$ cat src/wstk_pkg.sv
// Shared types, constants and codes for the weighted score top-k block.
package wstk_pkg;

  localparam int NUM_FEATURES_DEF = 7;
  localparam int MAX_SLOTS        = 7;
  localparam int NUM_REGS         = 8;
  localparam int IDX_W            = 3;
  localparam int CFG_IDX_W        = 4;
  localparam int Q_W              = 16;
  localparam int PROD_W           = 32;
  localparam int ACC_W            = 36;

  localparam logic [IDX_W-1:0] OVL_IDX = 3'd7;

  localparam logic signed [ACC_W-1:0] ONE_Q30 = 36'sh0_4000_0000;
  localparam logic [Q_W-1:0]          ONE_Q15 = 16'h8000;

  localparam logic [Q_W-1:0] W_RESET [NUM_REGS] = '{
    16'd9830, 16'd8192, 16'd3277, 16'd2621, 16'd3277, 16'd1638, 16'd3932, 16'd3277
  };

  typedef enum logic [2:0] {
    ST_IDLE,
    ST_MAC,
    ST_DRAIN,
    ST_START,
    ST_SCAN,
    ST_SWAP,
    ST_EMIT
  } state_t;

  typedef enum logic [2:0] {
    SOP_NONE,
    SOP_LOAD,
    SOP_START,
    SOP_SCAN,
    SOP_SWAP
  } sort_op_t;

  typedef struct packed {
    logic             clr;
    logic             vld;
    logic             sub;
    logic [IDX_W-1:0] idx;
  } mac_ctl_t;

  typedef struct packed {
    logic              load;
    logic [IDX_W-1:0]  idx;
    logic [PROD_W-1:0] prod;
  } mac_st_t;

  typedef struct packed {
    sort_op_t         op;
    logic [IDX_W-1:0] addr;
  } sort_ctl_t;

  typedef struct packed {
    logic [PROD_W-1:0] rd_prod;
    logic [IDX_W-1:0]  rd_id;
    logic              best_zero;
  } sort_st_t;

endpackage

$ cat src/wstk_mac.sv
// Shared multiplier with a registered product and a signed accumulator.
module wstk_mac (
  input  logic                                  clk,
  input  logic                                  rst_n,
  input  wstk_pkg::mac_ctl_t                    ctl,
  input  logic [wstk_pkg::Q_W-1:0]              weight,
  input  logic [wstk_pkg::Q_W-1:0]              feat,
  output wstk_pkg::mac_st_t                     st,
  output logic [wstk_pkg::Q_W-1:0]              score
);

  logic [wstk_pkg::PROD_W-1:0]        prod_r;
  logic                               vld_r;
  logic                               sub_r;
  logic [wstk_pkg::IDX_W-1:0]         idx_r;
  logic signed [wstk_pkg::ACC_W-1:0]  acc_r;
  logic signed [wstk_pkg::ACC_W-1:0]  prod_ext;

  assign prod_ext = signed'({{(wstk_pkg::ACC_W - wstk_pkg::PROD_W){1'b0}}, prod_r});

  // Stage one: multiply.
  always_ff @(posedge clk) begin
    prod_r <= wstk_pkg::PROD_W'(weight) * wstk_pkg::PROD_W'(feat);
    idx_r  <= ctl.idx;
    sub_r  <= ctl.sub;
    if (!rst_n) begin
      vld_r <= 1'b0;
    end else begin
      vld_r <= ctl.vld;
    end
  end

  // Stage two: add feature terms, subtract the penalty term.
  always_ff @(posedge clk) begin
    if (!rst_n) begin
      acc_r <= '0;
    end else if (ctl.clr) begin
      acc_r <= '0;
    end else if (vld_r) begin
      acc_r <= sub_r ? (acc_r - prod_ext) : (acc_r + prod_ext);
    end
  end

  assign st.load = vld_r && !sub_r;
  assign st.idx  = idx_r;
  assign st.prod = prod_r;

  // Clamp to [0, 1.0] and keep bits 30..15.
  always_comb begin
    if (acc_r[wstk_pkg::ACC_W-1]) begin
      score = '0;
    end else if (acc_r > wstk_pkg::ONE_Q30) begin
      score = wstk_pkg::ONE_Q15;
    end else begin
      score = acc_r[30:15];
    end
  end

endmodule

$ cat src/wstk_sort.sv
// Slot store and single-compare unit for the swap-based selection sort.
module wstk_sort (
  input  logic                          clk,
  input  wstk_pkg::sort_ctl_t           ctl,
  input  logic [wstk_pkg::PROD_W-1:0]   wr_prod,
  output wstk_pkg::sort_st_t            st
);

  logic [wstk_pkg::PROD_W-1:0] prod_r [wstk_pkg::MAX_SLOTS];
  logic [wstk_pkg::IDX_W-1:0]  id_r   [wstk_pkg::MAX_SLOTS];
  logic [wstk_pkg::PROD_W-1:0] best_val_r;
  logic [wstk_pkg::IDX_W-1:0]  best_id_r;
  logic [wstk_pkg::IDX_W-1:0]  best_idx_r;
  logic [wstk_pkg::PROD_W-1:0] cur_val_r;
  logic [wstk_pkg::IDX_W-1:0]  cur_id_r;
  logic [wstk_pkg::PROD_W-1:0] rd_prod;
  logic [wstk_pkg::IDX_W-1:0]  rd_id;

  // One read address per cycle.
  assign rd_prod = prod_r[ctl.addr];
  assign rd_id   = id_r[ctl.addr];

  always_ff @(posedge clk) begin
    case (ctl.op)
      wstk_pkg::SOP_LOAD: begin
        prod_r[ctl.addr] <= wr_prod;
        id_r[ctl.addr]   <= ctl.addr;
      end
      wstk_pkg::SOP_START: begin
        best_val_r <= rd_prod;
        best_id_r  <= rd_id;
        best_idx_r <= ctl.addr;
        cur_val_r  <= rd_prod;
        cur_id_r   <= rd_id;
      end
      wstk_pkg::SOP_SCAN: begin
        if (rd_prod > best_val_r) begin
          best_val_r <= rd_prod;
          best_id_r  <= rd_id;
          best_idx_r <= ctl.addr;
        end
      end
      wstk_pkg::SOP_SWAP: begin
        // Move the old slot contents only when the pick came from elsewhere.
        if (best_idx_r != ctl.addr) begin
          prod_r[ctl.addr]   <= best_val_r;
          id_r[ctl.addr]     <= best_id_r;
          prod_r[best_idx_r] <= cur_val_r;
          id_r[best_idx_r]   <= cur_id_r;
        end
      end
      default: begin
      end
    endcase
  end

  assign st.rd_prod   = rd_prod;
  assign st.rd_id     = rd_id;
  assign st.best_zero = (best_val_r == '0);

endmodule

$ cat src/weighted_score_topk_reasons.sv
// Top level: weighted linear score with top-k reason selection.
// Each accepted beat carries seven Q1.15 feature scores, an overload penalty
// and a reason limit. One shared 16x16 multiplier runs under a small
// sequencer: it issues NSLOT+1 products (NSLOT = NUM_FEATURES capped at 7),
// one per cycle, into a registered accumulator, then passes through a drain
// state. The clamped Q1.15 score comes from the accumulator. A selection
// sort then runs over the slot store with one comparator: pass i is a start
// read, NSLOT-1-i compares and one swap, and the sort stops at the limit or
// at the first pick whose product is zero. Results leave one beat per cycle
// while the output is not stalled, through an output register, one beat per
// reason, or a single empty beat with last set. in_stall is high from accept
// until the last result is loaded into the output register; a finished
// result may still wait there while the next beat is taken. Weights are
// written through cfg_* at any time the block is idle; writes to indexes
// beyond 7 are dropped.
module weighted_score_topk_reasons #(
  parameter int NUM_FEATURES = wstk_pkg::NUM_FEATURES_DEF
) (
  input  logic                              clk,
  input  logic                              rst_n,
  input  logic                              in_valid,
  output logic                              in_stall,
  input  logic [wstk_pkg::Q_W-1:0]          in_feat_type,
  input  logic [wstk_pkg::Q_W-1:0]          in_feat_event,
  input  logic [wstk_pkg::Q_W-1:0]          in_feat_name,
  input  logic [wstk_pkg::Q_W-1:0]          in_feat_spatial,
  input  logic [wstk_pkg::Q_W-1:0]          in_feat_layer,
  input  logic [wstk_pkg::Q_W-1:0]          in_feat_parent,
  input  logic [wstk_pkg::Q_W-1:0]          in_feat_recency,
  input  logic [wstk_pkg::Q_W-1:0]          in_feat_overload,
  input  logic [2:0]                        in_max_reasons,
  output logic                              out_valid,
  input  logic                              out_stall,
  output logic [wstk_pkg::Q_W-1:0]          out_score,
  output logic                              out_reason_valid,
  output logic [wstk_pkg::IDX_W-1:0]        out_reason_id,
  output logic [wstk_pkg::Q_W-1:0]          out_contribution,
  output logic                              out_last,
  input  logic                              cfg_valid,
  output logic                              cfg_ready,
  input  logic [wstk_pkg::CFG_IDX_W-1:0]    cfg_index,
  input  logic [wstk_pkg::Q_W-1:0]          cfg_data
);

  localparam int NSLOT = (NUM_FEATURES < wstk_pkg::MAX_SLOTS) ?
                         NUM_FEATURES : wstk_pkg::MAX_SLOTS;
  localparam logic [wstk_pkg::IDX_W-1:0] NSLOT_C   = wstk_pkg::IDX_W'(NSLOT);
  localparam logic [wstk_pkg::IDX_W-1:0] LAST_SLOT = wstk_pkg::IDX_W'(NSLOT - 1);

  wstk_pkg::state_t                 state_r, state_nxt;
  logic [wstk_pkg::Q_W-1:0]         w_r    [wstk_pkg::NUM_REGS];
  logic [wstk_pkg::Q_W-1:0]         feat_r [wstk_pkg::NUM_REGS];
  logic [wstk_pkg::IDX_W-1:0]       take_r, take_nxt;
  logic [wstk_pkg::IDX_W-1:0]       mac_idx_r, mac_idx_nxt;
  logic [wstk_pkg::IDX_W-1:0]       pass_r, pass_nxt;
  logic [wstk_pkg::IDX_W-1:0]       scan_r, scan_nxt;
  logic [wstk_pkg::IDX_W-1:0]       count_r, count_nxt;
  logic [wstk_pkg::IDX_W-1:0]       emit_r, emit_nxt;

  logic                             out_valid_r;
  logic [wstk_pkg::Q_W-1:0]         out_score_r;
  logic                             out_reason_valid_r;
  logic [wstk_pkg::IDX_W-1:0]       out_reason_id_r;
  logic [wstk_pkg::Q_W-1:0]         out_contribution_r;
  logic                             out_last_r;

  logic                             in_acc;
  logic                             cfg_wr;
  logic                             out_free;
  logic                             out_load;
  logic                             emit_last;
  logic [wstk_pkg::IDX_W-1:0]       take_in;
  logic [wstk_pkg::Q_W:0]           contrib_raw;
  logic [wstk_pkg::Q_W-1:0]         contrib_sat;
  logic [wstk_pkg::Q_W-1:0]         score;

  wstk_pkg::mac_ctl_t               mac_ctl;
  wstk_pkg::mac_st_t                mac_st;
  wstk_pkg::sort_ctl_t              seq_sort_ctl;
  wstk_pkg::sort_ctl_t              sort_ctl;
  wstk_pkg::sort_st_t               sort_st;

  assign in_acc    = in_valid && !in_stall;
  assign cfg_ready = 1'b1;
  assign cfg_wr    = cfg_valid && cfg_ready;
  assign out_free  = !out_valid_r || !out_stall;
  assign take_in   = (in_max_reasons > NSLOT_C) ? NSLOT_C : in_max_reasons;
  assign emit_last = (count_r == '0) || ((emit_r + 3'd1) == count_r);

  // Saturate the shifted product to 16 bits.
  assign contrib_raw = sort_st.rd_prod[wstk_pkg::PROD_W-1:15];
  assign contrib_sat = contrib_raw[wstk_pkg::Q_W] ? '1 : contrib_raw[wstk_pkg::Q_W-1:0];

  // Weight registers.
  always_ff @(posedge clk) begin
    if (!rst_n) begin
      for (int k = 0; k < wstk_pkg::NUM_REGS; k++) begin
        w_r[k] <= wstk_pkg::W_RESET[k];
      end
    end else if (cfg_wr && (cfg_index < wstk_pkg::CFG_IDX_W'(wstk_pkg::NUM_REGS))) begin
      w_r[cfg_index[wstk_pkg::IDX_W-1:0]] <= cfg_data;
    end
  end

  // Hold the accepted beat's features for the multiply sweep.
  always_ff @(posedge clk) begin
    if (in_acc) begin
      feat_r[0] <= in_feat_type;
      feat_r[1] <= in_feat_event;
      feat_r[2] <= in_feat_name;
      feat_r[3] <= in_feat_spatial;
      feat_r[4] <= in_feat_layer;
      feat_r[5] <= in_feat_parent;
      feat_r[6] <= in_feat_recency;
      feat_r[7] <= in_feat_overload;
    end
  end

  // Next state.
  always_comb begin
    state_nxt = state_r;
    case (state_r)
      wstk_pkg::ST_IDLE: begin
        if (in_acc) state_nxt = wstk_pkg::ST_MAC;
      end
      wstk_pkg::ST_MAC: begin
        if (mac_idx_r == wstk_pkg::OVL_IDX) state_nxt = wstk_pkg::ST_DRAIN;
      end
      wstk_pkg::ST_DRAIN: begin
        state_nxt = (take_r == '0) ? wstk_pkg::ST_EMIT : wstk_pkg::ST_START;
      end
      wstk_pkg::ST_START: begin
        state_nxt = (pass_r == LAST_SLOT) ? wstk_pkg::ST_SWAP : wstk_pkg::ST_SCAN;
      end
      wstk_pkg::ST_SCAN: begin
        if (scan_r == LAST_SLOT) state_nxt = wstk_pkg::ST_SWAP;
      end
      wstk_pkg::ST_SWAP: begin
        if (sort_st.best_zero || ((pass_r + 3'd1) == take_r)) begin
          state_nxt = wstk_pkg::ST_EMIT;
        end else begin
          state_nxt = wstk_pkg::ST_START;
        end
      end
      wstk_pkg::ST_EMIT: begin
        if (out_free && emit_last) state_nxt = wstk_pkg::ST_IDLE;
      end
      default: begin
        state_nxt = wstk_pkg::ST_IDLE;
      end
    endcase
  end

  // Sequencer outputs and counters.
  always_comb begin
    in_stall     = 1'b1;
    take_nxt     = take_r;
    mac_idx_nxt  = mac_idx_r;
    pass_nxt     = pass_r;
    scan_nxt     = scan_r;
    count_nxt    = count_r;
    emit_nxt     = emit_r;
    mac_ctl      = '0;
    seq_sort_ctl = '{op: wstk_pkg::SOP_NONE, addr: '0};
    out_load     = 1'b0;
    case (state_r)
      wstk_pkg::ST_IDLE: begin
        in_stall = 1'b0;
        if (in_acc) begin
          take_nxt    = take_in;
          mac_idx_nxt = '0;
          mac_ctl.clr = 1'b1;
        end
      end
      wstk_pkg::ST_MAC: begin
        mac_ctl.vld = 1'b1;
        mac_ctl.idx = mac_idx_r;
        mac_ctl.sub = (mac_idx_r == wstk_pkg::OVL_IDX);
        mac_idx_nxt = (mac_idx_r == LAST_SLOT) ? wstk_pkg::OVL_IDX : mac_idx_r + 3'd1;
      end
      wstk_pkg::ST_DRAIN: begin
        pass_nxt  = '0;
        count_nxt = '0;
        emit_nxt  = '0;
      end
      wstk_pkg::ST_START: begin
        seq_sort_ctl = '{op: wstk_pkg::SOP_START, addr: pass_r};
        scan_nxt     = pass_r + 3'd1;
      end
      wstk_pkg::ST_SCAN: begin
        seq_sort_ctl = '{op: wstk_pkg::SOP_SCAN, addr: scan_r};
        scan_nxt     = scan_r + 3'd1;
      end
      wstk_pkg::ST_SWAP: begin
        seq_sort_ctl = '{op: wstk_pkg::SOP_SWAP, addr: pass_r};
        count_nxt    = sort_st.best_zero ? pass_r : pass_r + 3'd1;
        pass_nxt     = pass_r + 3'd1;
        emit_nxt     = '0;
      end
      wstk_pkg::ST_EMIT: begin
        seq_sort_ctl = '{op: wstk_pkg::SOP_NONE, addr: emit_r};
        if (out_free) begin
          out_load = 1'b1;
          emit_nxt = emit_r + 3'd1;
        end
      end
      default: begin
      end
    endcase
  end

  // Product loads from the multiplier take the store during the sweep.
  always_comb begin
    if (mac_st.load) begin
      sort_ctl = '{op: wstk_pkg::SOP_LOAD, addr: mac_st.idx};
    end else begin
      sort_ctl = seq_sort_ctl;
    end
  end

  always_ff @(posedge clk) begin
    if (!rst_n) begin
      state_r <= wstk_pkg::ST_IDLE;
    end else begin
      state_r <= state_nxt;
    end
    take_r    <= take_nxt;
    mac_idx_r <= mac_idx_nxt;
    pass_r    <= pass_nxt;
    scan_r    <= scan_nxt;
    count_r   <= count_nxt;
    emit_r    <= emit_nxt;
  end

  // Output register: load a result, drop valid once the beat is taken.
  always_ff @(posedge clk) begin
    if (!rst_n) begin
      out_valid_r <= 1'b0;
    end else if (out_load) begin
      out_valid_r <= 1'b1;
    end else if (!out_stall) begin
      out_valid_r <= 1'b0;
    end
    if (out_load) begin
      out_score_r <= score;
      out_last_r  <= emit_last;
      if (count_r == '0) begin
        out_reason_valid_r <= 1'b0;
        out_reason_id_r    <= '0;
        out_contribution_r <= '0;
      end else begin
        out_reason_valid_r <= 1'b1;
        out_reason_id_r    <= sort_st.rd_id;
        out_contribution_r <= contrib_sat;
      end
    end
  end

  assign out_valid        = out_valid_r;
  assign out_score        = out_score_r;
  assign out_reason_valid = out_reason_valid_r;
  assign out_reason_id    = out_reason_id_r;
  assign out_contribution = out_contribution_r;
  assign out_last         = out_last_r;

  wstk_mac u_mac (
    .clk    (clk),
    .rst_n  (rst_n),
    .ctl    (mac_ctl),
    .weight (w_r[mac_ctl.idx]),
    .feat   (feat_r[mac_ctl.idx]),
    .st     (mac_st),
    .score  (score)
  );

  wstk_sort u_sort (
    .clk     (clk),
    .ctl     (sort_ctl),
    .wr_prod (mac_st.prod),
    .st      (sort_st)
  );

`ifndef NO_ASSERTIONS
  a_empty_is_last: assert property (@(posedge clk) disable iff (!rst_n)
    (out_valid && !out_reason_valid) |-> out_last)
    else $error("empty result beat without last");

  a_score_clamped: assert property (@(posedge clk) disable iff (!rst_n)
    out_valid |-> (out_score <= wstk_pkg::ONE_Q15))
    else $error("score above 1.0");

  a_count_in_limit: assert property (@(posedge clk) disable iff (!rst_n)
    (state_r == wstk_pkg::ST_EMIT) |-> (count_r <= take_r))
    else $error("more reasons than the limit");

  a_accept_starts_mac: assert property (@(posedge clk) disable iff (!rst_n)
    (in_valid && !in_stall) |=> (state_r == wstk_pkg::ST_MAC))
    else $error("accepted beat did not start the multiply sweep");
`endif

endmodule
$ cat config.mk
export PLATFORM = sky130hd
export DESIGN_NAME = weighted_score_topk_reasons
export DESIGN_NICKNAME = d
export VERILOG_FILES = /design/src/wstk_pkg.sv /design/src/wstk_mac.sv /design/src/wstk_sort.sv /design/src/weighted_score_topk_reasons.sv
export SDC_FILE = /design/constraint.sdc
export NUM_CORES = 2
export LEC_CHECK = 0
export BUFFER_PORTS_ARGS = -buffer_cell sky130_fd_sc_hd__buf_2
export CORE_AREA = 5 5 351 250
export DETAILED_ROUTE_END_ITERATION = 12
export DIE_AREA = 0 0 356 255
export PLACE_DENSITY = 0.74
export REMOVE_ABC_BUFFERS = 1
export SETUP_SLACK_MARGIN = 0.02
export SLEW_MARGIN = 40
export SYNTH_ARGS = -nofsm -noshare
export SYNTH_HDL_FRONTEND = slang
export SYNTH_SLANG_ARGS = --single-unit
$ cat constraint.sdc
create_clock -name clk -period 10.5 [get_ports clk]
set_input_delay 2.1 -clock clk [delete_from_list [all_inputs] [get_ports clk]]
set_output_delay 2.1 -clock clk [all_outputs]
set_load 0.02 [all_outputs]
After elaboration in Yosys (flattened, before gate mapping)
Memory sizes are Yosys's and may differ from the RTL's.
Cells that the tools add are included.
{ "op_classes": {"addsub": 6, "mul": 1, "magnitude_cmp": 4, "eq_ne": 24, "n_mux": 52, "bitwise_logic": 3, "n_reduce_logical": 28} }
{ "op_table": {"columns": ["cell", "count"], "rows": [
  ["$mux 32", 2],
  ["$pmux 32 s2", 1],
  ["$mux 16", 3],
  ["$mux 3", 14],
  ["$pmux 3 s2", 7],
  ["$add 36x33->36", 1],
  ["$gt 36x32->1 const B", 1],
  ["$mux 36", 1],
  ["$sub 36x33->36", 1],
  ["$gt 32x32->1", 1],
  ["$logic_not 32->1", 1],
  ["$mul 16x16->32", 1],
  ["$eq 3x3->1 const B", 8],
  ["$pmux 6 s4", 1],
  ["$pmux 3 s7", 1],
  ["$mux 1", 20],
  ["$reduce_or 16->1", 1],
  ["$add 3x1->3 const B", 4],
  ["$eq 3x2->1 const B", 4],
  ["$ne 2x2->1 const B", 5],
  ["$reduce_bool 2->1", 5],
  ["$logic_not 3->1", 3],
  ["$reduce_and 2->1", 4],
  ["$eq 3x1->1 const B", 2],
  ["other kinds (14)", 26]
]} }
{ "word_totals": {"register_bits": 205, "ram_bits": 501, "in_bits": 156, "output_inout_bits": 40, "memories": 4} }
{ "mem_list": {"columns": ["name", "words", "word_bits", "read_ports", "rd_ports_with_merged_regs", "wr", "line", "rtl"], "rows": [
  ["u_sort.prod_r", 7, 32, 1, 0, 2, "wstk_sort.sv:9", "logic [wstk_pkg::PROD_W-1:0] prod_r [wstk_pkg::MAX_SLOTS];"],
  ["feat_r", 8, 16, 1, 0, 8, "weighted_score_topk_reasons.sv:52", "logic [wstk_pkg::Q_W-1:0] feat_r [wstk_pkg::NUM_REGS];"],
  ["w_r", 8, 16, 1, 0, 8, "weighted_score_topk_reasons.sv:51", "logic [wstk_pkg::Q_W-1:0] w_r [wstk_pkg::NUM_REGS];"],
  ["u_sort.id_r", 7, 3, 1, 0, 2, "wstk_sort.sv:10", "logic [wstk_pkg::IDX_W-1:0] id_r [wstk_pkg::MAX_SLOTS];"]
]} }

Depth between registers and ports, before layout
{ "depth": {"ltp_word": 8, "mapped_depth": 34} }

By module
Synthesis repeated with hierarchy kept, for this count alone.
{ "hier_totals": {"cells_unflattened": 3615, "area_unflattened_um2": 42525.8} }
{ "by_module_without_submodules": {"columns": ["mod", "instances", "cells_per_inst", "area_each_um2"], "rows": [
  ["wstk_sort", 1, 1042, 15887.7],
  ["weighted_score_topk_reasons", 1, 1005, 13406.6],
  ["wstk_mac", 1, 1568, 13231.4]
]} }

Least setup slack after synthesis
No wires, ideal clock.
{ "synth_path": {"kind": "flip-flop to flip-flop", "start": "register state_r[1]", "end": "register u_sort.best_id_r[0] in the netlist's numbering, enable pin", "arrival_time_ns": 7.099, "required_time_ns": 9.961, "setup_slack_ns": 2.862, "path_stages_with_launch": 20, "n_path_buf": 3, "synth_period_minus_slack_ns": 7.638, "cell_sequence": "dfxtp_1 -> buf_2 -> mux2_1 -> a32o_1 -> mux2i_2 -> buf_2 -> nor2_1 -> a22oi_1 -> o21ai_0 -> a21oi_1 -> inv_1 -> buf_2 -> ha_1 -> nand4_1 -> nor2_1 -> nand3_1 -> nor4_1 -> nor2_1 -> o21ai_0 -> o41ai_1"} }
{ "synth_rtl": {"columns": ["item", "line", "rtl"], "rows": [
  ["start: declaration", "weighted_score_topk_reasons.sv:50", "wstk_pkg::state_t state_r, state_nxt;"],
  ["start signal: assignment", "weighted_score_topk_reasons.sv:223", "state_r <= wstk_pkg::ST_IDLE;"],
  ["start signal: assignment", "weighted_score_topk_reasons.sv:225", "state_r <= state_nxt;"],
  ["end signal: assignment", "wstk_sort.sv:31", "best_id_r <= rd_id;"],
  ["end signal: assignment", "wstk_sort.sv:39", "best_id_r <= rd_id;"],
  ["end: declaration", "wstk_sort.sv:12", "logic [wstk_pkg::IDX_W-1:0] best_id_r;"]
]} }

Worst setup path in the final report
{ "layout_path": {"start": "register state_r[0]", "end": "register u_mac.prod_r[30] in the netlist's numbering"} }
{ "layout_via": {"elab_chain_cells": 4, "elab_cells_between_ends": 5, "classes_between": "mul: 1; eq/ne: 1; mux: 1; memory: 2"} }
{ "layout_rtl": {"columns": ["item", "line", "rtl"], "rows": [
  ["$eq 3x1->1 *", "weighted_score_topk_reasons.sv:166", "case (state_r)"],
  ["$mux 5 *", "weighted_score_topk_reasons.sv:166", null],
  ["$mem_v2 8x16, on equally long branches", null, null],
  ["$mul 16x16->32 *", "wstk_mac.sv:23", "prod_r <= wstk_pkg::PROD_W'(weight) * wstk_pkg::PROD_W'(feat);"],
  ["end signal: assignment", "wstk_mac.sv:23", null],
  ["end: declaration", "wstk_mac.sv:12", "logic [wstk_pkg::PROD_W-1:0] prod_r;"]
]} }
Every way passes the cells marked *; elsewhere a longest branch is shown, timed or not.
A chain may end at the register's enable or synchronous reset.

==> impl_metrics.tcl <==
set metrics [dict create \
    crit_required_ps 11000 \
    grt_pass1_vias 30840 \
    start_kind "flop" \
    clockBufferDepth 3 \
    yosysSeqAreaShare_pct 49.17 \
    dr.pass1.iters 6 \
    cts_resized 0 \
    post_cts_buffers 0 \
    clk_latency_ps 640 \
    synth_compound_area_share_pct 12.46 \
    worst_pin_slew_ps 856.9 \
    max_freq_ghz 0.1112 \
    antenna_left 0 \
    n_fill_cell 6994 \
    cts_root_buffer "clkbuf_16" \
    arrival_ps 9490 \
    grt_pass1_wl_mm 179.2 \
    synth_cell_type_count 73 \
    setup_violations 0 \
    gp_congestion 0.9273 \
    yosys.area_share.adder_pct 14.82 \
    die_h_um 255 \
    synth_xor_area_share_pct 2.087 \
    io_pins 196 \
    mostFrequentLayoutCell "edfxtp_1" \
    place_area_sq_mm 0.04394 \
    timing.slew.headroom_pct 41.24 \
    port-buffer-count 194 \
    area_growth_pct 11.89 \
    core_area_sq_mm 0.08374 \
    drc 0 \
    rsz0062_at_grt "no" \
    grt_max_degree 91 \
    finClkSkew_ps 30.39 \
    rows 89 \
    fin_area_sq_mm 0.04649 \
    setup_tns_ps 0 \
    wl_per_cell_um 21.92 \
    dominantRegCellSynth "edfxtp_1" \
    numCtsBuffers 72 \
    worst_setup_path_end_kind "flop" \
    cts_sinks 706 \
    grt_usage_pct 25.43 \
    synth-edff-count 629 \
    ys_seq_elements 706 \
    min_period_ps 8990 \
    synth_top_family_by_area "adder cells" \
    synth-warning-count 0 \
    avgSynthCellArea_sq_um 10.42 \
    drive_above_1_share_pct 11.10 \
    antenna_found_initial 6 \
    vias_per_cell 5.968 \
    ys_async_sr_fraction_pct 0 \
    synth-simple-area-share_pct 14.61 \
    hold_class "reg2reg" \
    crit_top_cell "fa_1" \
    final_hold_viol_count 0 \
    synth_top_area_cell "edfxtp_1" \
    muxShareOfSynthArea_pct 1.976 \
    floorplan.die_area_sq_mm 0.09078 \
    worst-path-max-fanout 67 \
    critPathMaxStageDelay_ps 650 \
    pre_cts_ws_ps 1452 \
    maxCapViolCount 0 \
    nets 4667 \
    htreeDepth 3 \
    synthTopCellsByArea "edfxtp_1 45%, fa_1 9.4%, ha_1 5.4%" \
    slew_viol_final 0 \
    vias 31830 \
    drtIter0Drc 4222 \
    overflow 0 \
    synth_cells 3988 \
    final_cell_mix "629 x edfxtp_1, 473 x nor2_1, 422 x nand2_1" \
    wl_mm 116.9 \
    cts_tree "yes" \
    clk_pin_slew_ps 60 \
    crit_type "reg2reg" \
    syn_area_sq_mm 0.04154 \
    crit_slowest_cell "o311ai_1" \
    start_util_pct 49.61 \
    place_hpwl_mm 79.21 \
    timing.final.ws_setup_ps 1510 \
    post-route-period-util_pct 85.61 \
    holdWs_ps 495.8 \
    cts_hold_buf 0 \
    synth_top_area_share_pct 45.46 \
    status "finished, final reports clean" \
    die_w_um 356 \
]
## area by class of cell
| cell class | count | area, sq um | area share [%] |
|---|---|---|---|
| Clock inverter | 41 | 508.0 | 1.093 |
| Inverter | 307 | 1157 | 2.490 |
| Timing Repair Buffer | 282 | 1707 | 3.671 |
| Multi-Input combinational cell | 2767 | 19300 | 41.53 |
| Clock buffer | 88 | 1946 | 4.185 |
| Sequential cell | 706 | 20430 | 43.95 |
| Tap cell | 1137 | 1423 | 3.060 |
| Antenna cell | 5 | 12.51 | 0.02692 |
## registers in the layout, summed over array words and instances (netlist names), 16 cells and up
register,count
feat_r,128
out_contribution,16
out_score,16
u_mac.acc_r,36
u_mac.prod_r,32
u_sort.best_val_r,32
u_sort.cur_val_r,32
u_sort.id_r,21
u_sort.prod_r,224
w_r,128
## metrics by stage
| step | utilization [%] | std cells |
|---|---|---|
| global route | 55.51 | 5332 |
| global placement | 52.39 | 5194 |
| detailed placement | 52.48 | 5196 |
| CTS | 55.41 | 5325 |
| floorplan | - | 3780 |
| finish | 55.51 | 5333 |
## cell usage after synthesis (all sizes together) (27+ instances only)
cell and count:
a211oi 38, a21oi 403, a22oi 31, a31oi 30, and2 99, and3 41
buf 81, clkbuf 127, dfxtp 77, edfxtp 629, fa 195, ha 180
inv 307, mux2i 68, nand2 431, nand2b 30, nand3 62, nor2 477
o211ai 53, o21ai 155, o22ai 40, or3 82, xnor2 72, xor2 27
## final timing paths
path,from,to,slack [ps],cells past startpoint
max reg2reg,state_r[0]$_SDFFE_PN0P_,u_mac.prod_r[30]$_DFF_P_,1510,30
min,u_mac.acc_r[35]$_SDFFE_PP0P_,u_mac.acc_r[35]$_SDFFE_PP0P_,500,2
min reg2reg,u_mac.acc_r[35]$_SDFFE_PP0P_,u_mac.acc_r[35]$_SDFFE_PP0P_,500,2
max,state_r[0]$_SDFFE_PN0P_,u_mac.prod_r[30]$_DFF_P_,1510,30
## layer usage
layer  part of all wire [%]  GRT usage [%]  vias up  routed length (um)
met2                     45          39.81     1861               52550
li1                       -              -    14310                   -
met4                    2.5          6.872        0                2882
met3                     12          5.877      206               14170
met1                     40          36.08    15450               47290
met5                      0              0        -                   0
## kinds of logic after synthesis
kind of cell | count (synthesis)
other | 1
flip-flops | 706
multiplexers | 79
AND/OR/NAND/NOR | 1341
AO/OA/AOI/OAI | 872
XOR/XNOR | 99
buffers and inverters | 515
adder cells (fa/ha/maj) | 375
## worst max-delay path, delay by kind of cell (launching register included)
| family | cells | cell delay (ps) |
|---|---|---|
| buffers and inverters | 8 | 1330 |
| and+or+nand+nor | 7 | 1570 |
| AOI/OAI and AO/OA | 7 | 2030 |
| DFF | 1 | 540 |
| adders and majority gates | 7 | 3130 |
| xor gates and xnor gates | 1 | 170 |
Power is not shown: default switching activity piles up to over one toggle a cycle in this logic, so the estimate is an artifact.
